[src/rtl/r2h_pkg.sv]
// Shared widths, constants and the front-to-back item type of the RGB to HSL converter.
package r2h_pkg;

	localparam int CHANNEL_BITS  = 8;
	localparam int FRACTION_BITS = 16;

	localparam int SUM_W  = CHANNEL_BITS + 1;
	localparam int SIX_W  = CHANNEL_BITS + 3;
	localparam int POS_W  = CHANNEL_BITS + 4;
	localparam int IN_W   = ((3 * CHANNEL_BITS + 7) / 8) * 8;
	localparam int RES_W  = 2 * FRACTION_BITS + SUM_W;
	localparam int OUT_W  = ((RES_W + 7) / 8) * 8;

	// Work handed from the classifier to the divider pipeline.
	typedef struct packed {
		logic [SIX_W-1:0]        hue_num;
		logic [SIX_W-1:0]        six;
		logic [CHANNEL_BITS-1:0] delta;
		logic [CHANNEL_BITS-1:0] den;
		logic                    sat_full;
		logic [SUM_W-1:0]        sum;
		logic                    gray;
	} r2h_item_t;

endpackage

[src/rtl/r2h_front.sv]
// Front stage: finds max and min, and prepares the hue and saturation divisions.
module r2h_front import r2h_pkg::*; (
	input  logic                    clk,
	input  logic                    arst_n,
	input  logic                    in_valid,
	output logic                    in_ready,
	input  logic [CHANNEL_BITS-1:0] red,
	input  logic [CHANNEL_BITS-1:0] green,
	input  logic [CHANNEL_BITS-1:0] blue,
	output logic                    out_valid,
	input  logic                    out_ready,
	output r2h_item_t               out_item
);

	localparam logic [SUM_W-1:0] FULL     = SUM_W'((1 << CHANNEL_BITS) - 1);
	localparam logic [SUM_W-1:0] TWO_FULL = SUM_W'(2 * ((1 << CHANNEL_BITS) - 1));

	logic [CHANNEL_BITS-1:0] mx, mn, delta;
	logic [SUM_W-1:0]        sum, den_w;
	logic [POS_W-1:0]        pos, neg, six_w, num_w;
	logic                    r_max, g_max;
	r2h_item_t               item;
	logic                    v_s1;
	r2h_item_t               item_s1;

	// Channel extremes, delta, sum and the division operands.
	always_comb begin
		r_max = (red >= green) && (red >= blue);
		g_max = !r_max && (green >= blue);
		mx    = r_max ? red : (g_max ? green : blue);
		mn    = red;
		if (green < mn) mn = green;
		if (blue < mn) mn = blue;
		delta = mx - mn;
		sum   = {1'b0, mx} + {1'b0, mn};
		den_w = (sum <= FULL) ? sum : (TWO_FULL - sum);
		six_w = (POS_W'(delta) << 2) + (POS_W'(delta) << 1);
		if (r_max) begin
			pos = POS_W'(green);
			neg = POS_W'(blue);
		end else if (g_max) begin
			pos = (POS_W'(delta) << 1) + POS_W'(blue);
			neg = POS_W'(red);
		end else begin
			pos = (POS_W'(delta) << 2) + POS_W'(red);
			neg = POS_W'(green);
		end
		if (pos < neg) pos = pos + six_w;
		num_w = pos - neg;
		item.hue_num  = num_w[SIX_W-1:0];
		item.six      = six_w[SIX_W-1:0];
		item.delta    = delta;
		item.den      = den_w[CHANNEL_BITS-1:0];
		item.sat_full = (SUM_W'(delta) == den_w);
		item.sum      = sum;
		item.gray     = (delta == '0);
	end

	assign in_ready  = !v_s1 || out_ready;
	assign out_valid = v_s1;
	assign out_item  = item_s1;

	// Stage register in front of the queue.
	always_ff @(posedge clk or negedge arst_n) begin
		if (!arst_n) begin
			v_s1 <= 1'b0;
		end else if (in_ready) begin
			v_s1 <= in_valid;
		end
	end

	always_ff @(posedge clk) begin
		if (in_ready && in_valid) begin
			item_s1 <= item;
		end
	end

endmodule

[src/rtl/r2h_fifo.sv]
// Two-entry queue that decouples the front stage from the divider pipeline.
module r2h_fifo import r2h_pkg::*; (
	input  logic      clk,
	input  logic      arst_n,
	input  logic      in_valid,
	output logic      in_ready,
	input  r2h_item_t in_item,
	output logic      out_valid,
	input  logic      out_ready,
	output r2h_item_t out_item
);

	r2h_item_t  mem [2];
	logic       wr_ptr_q, rd_ptr_q;
	logic [1:0] count_q;
	logic       push, pop;

	assign in_ready  = (count_q != 2'd2);
	assign out_valid = (count_q != 2'd0);
	assign out_item  = mem[rd_ptr_q];
	assign push      = in_valid && in_ready;
	assign pop       = out_valid && out_ready;

	// Pointers and fill count.
	always_ff @(posedge clk or negedge arst_n) begin
		if (!arst_n) begin
			wr_ptr_q <= 1'b0;
			rd_ptr_q <= 1'b0;
			count_q  <= 2'd0;
		end else begin
			if (push) wr_ptr_q <= !wr_ptr_q;
			if (pop) rd_ptr_q <= !rd_ptr_q;
			if (push && !pop) count_q <= count_q + 2'd1;
			else if (pop && !push) count_q <= count_q - 2'd1;
		end
	end

	// Entry storage.
	always_ff @(posedge clk) begin
		if (push) begin
			mem[wr_ptr_q] <= in_item;
		end
	end

	a_count_bound: assert property (@(posedge clk) disable iff (!arst_n)
		count_q != 2'd3) else $error("queue count out of range");
	a_fill: assert property (@(posedge clk) disable iff (!arst_n)
		(push && !pop && count_q == 2'd1) |=> count_q == 2'd2)
		else $error("queue did not fill");
	a_drain: assert property (@(posedge clk) disable iff (!arst_n)
		(pop && !push && count_q == 2'd1) |=> !out_valid)
		else $error("queue did not drain");

endmodule

[src/rtl/r2h_back.sv]
// Back part: pipelined restoring dividers for hue and saturation, one quotient bit per stage.
module r2h_back import r2h_pkg::*; (
	input  logic                     clk,
	input  logic                     arst_n,
	input  logic                     in_valid,
	output logic                     in_ready,
	input  r2h_item_t                in_item,
	output logic                     out_valid,
	input  logic                     out_ready,
	output logic [FRACTION_BITS-1:0] hue,
	output logic [FRACTION_BITS-1:0] saturation,
	output logic [SUM_W-1:0]         lightness_sum,
	output logic                     achromatic
);

	localparam int F = FRACTION_BITS;
	localparam int CB = CHANNEL_BITS;

	logic                    v_q    [1:F];
	logic [SIX_W-1:0]        hrem_q [1:F];
	logic [SIX_W-1:0]        six_q  [1:F];
	logic [F-1:0]            hq_q   [1:F];
	logic [CB-1:0]           srem_q [1:F];
	logic [CB-1:0]           den_q  [1:F];
	logic [F-1:0]            sq_q   [1:F];
	logic                    full_q [1:F];
	logic [SUM_W-1:0]        sum_q  [1:F];
	logic                    gray_q [1:F];
	logic                    adv;

	// Whole pipeline moves together when the last stage is free or taken.
	assign adv      = !v_q[F] || out_ready;
	assign in_ready = adv;

	for (genvar k = 0; k < F; k++) begin : g_stage
		logic               v_in, full_in, gray_in, hbit, sbit;
		logic [SIX_W-1:0]   hrem_in, six_in, hrem_nx;
		logic [F-1:0]       hq_in, sq_in;
		logic [CB-1:0]      srem_in, den_in, srem_nx;
		logic [SUM_W-1:0]   sum_in;
		logic [SIX_W:0]     hsh;
		logic [CB:0]        ssh;

		if (k == 0) begin : g_src
			assign v_in    = in_valid;
			assign hrem_in = in_item.hue_num;
			assign six_in  = in_item.six;
			assign hq_in   = '0;
			assign srem_in = in_item.delta;
			assign den_in  = in_item.den;
			assign sq_in   = '0;
			assign full_in = in_item.sat_full;
			assign sum_in  = in_item.sum;
			assign gray_in = in_item.gray;
		end else begin : g_src
			assign v_in    = v_q[k];
			assign hrem_in = hrem_q[k];
			assign six_in  = six_q[k];
			assign hq_in   = hq_q[k];
			assign srem_in = srem_q[k];
			assign den_in  = den_q[k];
			assign sq_in   = sq_q[k];
			assign full_in = full_q[k];
			assign sum_in  = sum_q[k];
			assign gray_in = gray_q[k];
		end

		// One restoring step for each divider.
		always_comb begin
			hsh     = {hrem_in, 1'b0};
			hbit    = (hsh >= {1'b0, six_in});
			hrem_nx = hbit ? SIX_W'(hsh - {1'b0, six_in}) : hsh[SIX_W-1:0];
			ssh     = {srem_in, 1'b0};
			sbit    = (ssh >= {1'b0, den_in});
			srem_nx = sbit ? CB'(ssh - {1'b0, den_in}) : ssh[CB-1:0];
		end

		always_ff @(posedge clk or negedge arst_n) begin
			if (!arst_n) begin
				v_q[k+1] <= 1'b0;
			end else if (adv) begin
				v_q[k+1] <= v_in;
			end
		end

		always_ff @(posedge clk) begin
			if (adv) begin
				hrem_q[k+1] <= hrem_nx;
				six_q[k+1]  <= six_in;
				hq_q[k+1]   <= {hq_in[F-2:0], hbit};
				srem_q[k+1] <= srem_nx;
				den_q[k+1]  <= den_in;
				sq_q[k+1]   <= {sq_in[F-2:0], sbit};
				full_q[k+1] <= full_in;
				sum_q[k+1]  <= sum_in;
				gray_q[k+1] <= gray_in;
			end
		end
	end

	// Gray forces zeros; saturation of one clamps to all ones.
	assign out_valid     = v_q[F];
	assign hue           = gray_q[F] ? '0 : hq_q[F];
	assign saturation    = gray_q[F] ? '0 : (full_q[F] ? '1 : sq_q[F]);
	assign lightness_sum = sum_q[F];
	assign achromatic    = gray_q[F];

endmodule

[src/rtl/rgb_to_hsl_converter_core.sv]
// Top level of the RGB to HSL converter: stream ports, front stage, queue and dividers.
//
// One item in, one item out. The slave channel takes one pixel per item in
// s_axis_tdata; the master channel returns hue, saturation and the lightness
// sum in m_axis_tdata, with the gray flag in m_axis_tuser.
// An accepted pixel passes the classify register, then the queue, then one divider stage
// per quotient bit (FRACTION_BITS stages, 16 with defaults) before its result is valid.
// Throughput is one item per cycle while the receiver does not stall; the divider
// pipeline retires one quotient bit per stage for both the hue and the saturation
// division.
// When the receiver stalls, the divider pipeline holds and the two-entry
// queue plus the classify stage keep taking items until they are full.
// Reset (arst_n low) empties every stage and the queue; items in flight are dropped,
// no item is produced across it, and there is no state beyond the items in flight.
module rgb_to_hsl_converter_core import r2h_pkg::*; (
	input  logic             clk,
	input  logic             arst_n,
	input  logic             s_axis_tvalid,
	output logic             s_axis_tready,
	// red [7:0], green [15:8], blue [23:16]
	input  logic [IN_W-1:0]  s_axis_tdata,
	output logic             m_axis_tvalid,
	input  logic             m_axis_tready,
	// hue [15:0], saturation [31:16], lightness_sum [40:32], zero fill above
	output logic [OUT_W-1:0] m_axis_tdata,
	// achromatic [0]
	output logic [0:0]       m_axis_tuser
);

	logic                     f_valid, f_ready, b_valid, b_ready;
	r2h_item_t                f_item, b_item;
	logic [FRACTION_BITS-1:0] hue, saturation;
	logic [SUM_W-1:0]         lightness_sum;
	logic                     achromatic;

	r2h_front u_front (
		.clk       (clk),
		.arst_n    (arst_n),
		.in_valid  (s_axis_tvalid),
		.in_ready  (s_axis_tready),
		.red       (s_axis_tdata[CHANNEL_BITS-1:0]),
		.green     (s_axis_tdata[2*CHANNEL_BITS-1:CHANNEL_BITS]),
		.blue      (s_axis_tdata[3*CHANNEL_BITS-1:2*CHANNEL_BITS]),
		.out_valid (f_valid),
		.out_ready (f_ready),
		.out_item  (f_item)
	);

	r2h_fifo u_fifo (
		.clk       (clk),
		.arst_n    (arst_n),
		.in_valid  (f_valid),
		.in_ready  (f_ready),
		.in_item   (f_item),
		.out_valid (b_valid),
		.out_ready (b_ready),
		.out_item  (b_item)
	);

	r2h_back u_back (
		.clk           (clk),
		.arst_n        (arst_n),
		.in_valid      (b_valid),
		.in_ready      (b_ready),
		.in_item       (b_item),
		.out_valid     (m_axis_tvalid),
		.out_ready     (m_axis_tready),
		.hue           (hue),
		.saturation    (saturation),
		.lightness_sum (lightness_sum),
		.achromatic    (achromatic)
	);

	// Result packing, first field lowest.
	assign m_axis_tdata = OUT_W'({lightness_sum, saturation, hue});
	assign m_axis_tuser = achromatic;

endmodule

[config.mk]
export PLATFORM = sky130hd
export DESIGN_NAME = rgb_to_hsl_converter_core
export DESIGN_NICKNAME = d
export VERILOG_FILES = /design/src/rtl/r2h_pkg.sv /design/src/rtl/r2h_front.sv /design/src/rtl/r2h_fifo.sv /design/src/rtl/r2h_back.sv /design/src/rtl/rgb_to_hsl_converter_core.sv
export SDC_FILE = /design/constraint.sdc
export NUM_CORES = 2
export LEC_CHECK = 0
export BUFFER_PORTS_ARGS = -buffer_cell sky130_fd_sc_hd__buf_2
export CAP_MARGIN = 30
export CORE_MARGIN = 4
export CORE_UTILIZATION = 55
export CTS_BUF_LIST = sky130_fd_sc_hd__clkbuf_16
export DETAILED_ROUTE_END_ITERATION = 8
export GPL_ROUTABILITY_DRIVEN = 0
export PLACE_DENSITY = 0.7
export REMOVE_ABC_BUFFERS = 1
export SLEW_MARGIN = 0
export SYNTH_ARGS = -nofsm -noshare
export SYNTH_HDL_FRONTEND = slang
export SYNTH_HIERARCHICAL = 1
export SYNTH_SLANG_ARGS = --single-unit
[constraint.sdc]
create_clock -name clk -period 30.8 [get_ports clk]
set_input_delay 3.08 -clock clk [delete_from_list [all_inputs] [get_ports clk]]
set_output_delay 3.08 -clock clk [all_outputs]
set_load 0.005 [all_outputs]
==> flow_metrics.tcl <==
set metrics [dict create \
    status "finished clean" \
    cts_num_sinks 1182 \
    dp.cells 5689 \
    crit_arrival_ns 12.98 \
    hold_violations 0 \
    crit_path_end_kind "register" \
    boundaryPins 79 \
    synth.avg_cell_area_um2 13.5 \
    overflow 0 \
    fmax_ghz 0.0797 \
    startpoint_type "input port" \
    cts_max_level 3 \
    crit_path_top_delay_cell "xnor2_1" \
    yosysWarnings 6 \
    antenna_found_initial 0 \
    grt_pass1_wl_um 157000 \
    required_ns 31.22 \
    final_antenna_net_count 0 \
    ys_async_sr_fraction_pct 1.78 \
    cts_root_buffer "clkbuf_16" \
    first_iter_violations 1947 \
    fin_skew_ns 0.0569 \
    cap_violations 0 \
    yosysSeqAreaShare_pct 61.4 \
    fin_crit_ns 12.55 \
    postCtsSetupRepairBufs 0 \
    worst_pin_slew_ns 1.08 \
    synthesis.instances 4280 \
    yosysTopAreaCell "edfxtp_1" \
    crit_start "s_axis_tdata[6]" \
    drt_wl_total_um 92700 \
    drive_above_1_share_pct 11.9 \
    post_cts_resized 0 \
    postCtsHoldBufs 0 \
    synth_top_flop_cell "edfxtp_1" \
    n_antenna_cell 0 \
    synth_edf_count 1161 \
    cp_slowest_stage_delay_ns 0.82 \
    synthTopCellsByCount "edfxtp_1, inv_1, ha_1" \
    yosysMostFrequentCell "edfxtp_1" \
    crit_type "in -> reg" \
    vias 32200 \
    rows 118 \
    area_growth_pct 10.1 \
    die_w_um 332 \
    firstDrtPassIters 5 \
    start_util_pct 55.6 \
    min_path_type "reg -> reg" \
    worstPathMaxFanout 14 \
    synth_top_area_share_pct 60.4 \
    ys_types 95 \
    port-buffer-count 71 \
    rr_startpoint "u_back/out_valid" \
    cts_tree "yes" \
    dp_hpwl_um 64500 \
    grt_max_degree 192 \
    core_area_um2 104000 \
    fin_setup_tns_ns 0 \
    ys_ff_latch 1182 \
    drc_errors 0 \
    synth.top_cells.by_area "edfxtp_1, ha_1, inv_1" \
    clk_pin_slew_ns 0.06 \
    avgViaCountPerCell 5.44 \
    hp-start "u_back/hq_q[1][0]" \
    fin_nets 4899 \
    post_drt_wl_per_cell_um 15.7 \
    die_h_um 332 \
    fin_cells 5912 \
    cts_buffers 119 \
    syn_area_um2 57700 \
    die_area_um2 110000 \
    grt.total_usage_pct 16.8 \
    insertion_delay_ns 0.70 \
    grt_pass1_vias 32800 \
    rsz0062_at_grt "false" \
    min_period_over_period_pct 40.8 \
    setup_viol 0 \
    slew_headroom_pct 28.3 \
    slew_violations 0 \
    cts_buffer_depth 3 \
]
==> layout by cell type, fill, tap and decap left out, drive strengths merged, types with 41 or more instances in the layout <==
master and n:
clkinv 56, mux2 193, xnor2 142, a21oi 294, nor3 41, nand2 174, nand3 51, a21o 59
o21ai 207, a21boi 42, inv 477, nor2 294, o21a 56, edfxtp 1161, nor2b 77, clkbuf 123
xor2 65, ha 403, buf 90
==> metal layers <==
layer	GRT usage, %	up-vias	wire, um
met5	0	-	0
met4	5.36	0	2710
met3	2.41	196	3060
met2	30.3	535	47300
met1	21.0	15400	39600
li1	-	16000	-
==> layout make-up <==
class | count | area (um^2)
clock buffers | 123 | 3080
fillers | 8007 | 40300
clock inverters | 99 | 866
multi-input cells | 2582 | 20100
inverters | 456 | 1720
repair buffers | 90 | 556
well taps | 1380 | 1730
flip-flops and latches | 1182 | 35400
==> worst paths after layout <==
check                           depth (start not counted)                      end  slack [ns]
worst max-delay path                                   42     u_front/out_item[47]       18.25
worst min-delay path                                    0        u_back/hq_q[2][1]        0.38
worst max register to register                          9       u_back/hq_q[10][7]       25.08
worst min register to register                          0        u_back/hq_q[2][1]        0.38
max in group asynchronous                               1          u_fifo/rd_ptr_q       28.13
min in group asynchronous                               1  u_back/g_stage[10].v_in        2.33
==> critical path, delay by kind of cell <==
kind | cells | cell delay, ns
AND/OR/NAND/NOR | 7 | 1.87
AO/OA/AOI/OAI | 19 | 3.25
multiplexers | 3 | 1.03
XOR/XNOR | 3 | 1.08
buffers and inverters | 3 | 0.31
adder cells (fa/ha/maj) | 7 | 2.33
==> sequential cells by signal (all words and copies together) (netlist names) <==
name	count
u_back/hrem_q	165
u_fifo/mem	98
u_fifo/wr_ptr_q	1
u_back/g_stage.v_in	15
u_back/den_q	120
u_back/full_q	16
u_back/sq_q	136
u_back/six_q	165
u_fifo/count_q	2
u_back/srem_q	120
u_back/out_valid	1
u_back/sum_q	144
u_front/out_item	45
u_fifo/rd_ptr_q	1
u_front/out_valid	1
u_back/hq_q	136
u_back/gray_q	16
==> metrics by stage <==
| stage | cell area, um^2 | setup WS [ns] | utilization, % | hold WS [ns] |
|---|---|---|---|---|
| detailed placement | 59500 | 17.64 | 57.3 | 0.405 |
| global route | 63500 | 17.42 | 61.2 | 0.401 |
| floorplan | 57200 | 4.68 | - | 0.400 |
| finish | 63500 | 18.25 | 61.2 | 0.385 |
| CTS | 63400 | 18.37 | 61.1 | 0.376 |
| global placement | 59500 | 17.84 | 57.3 | 0.400 |
==> logic make-up (layout without fill, tap and decap cells) <==
family	after synthesis	after routing	share of synthesized area [%]
flip-flops	1182	1182	61.4
AO/OA/AOI/OAI	904	904	10.3
AND/OR/NAND/NOR	791	791	6.58
buffers and inverters	522	768	3.78
adder cells (fa/ha/maj)	440	440	10.0
multiplexers	232	232	4.81
XOR/XNOR	207	207	3.17
other	2	8	0.0130
Power is not shown: default switching activity piles up to over one toggle a cycle in this logic, so the estimate is an artifact.
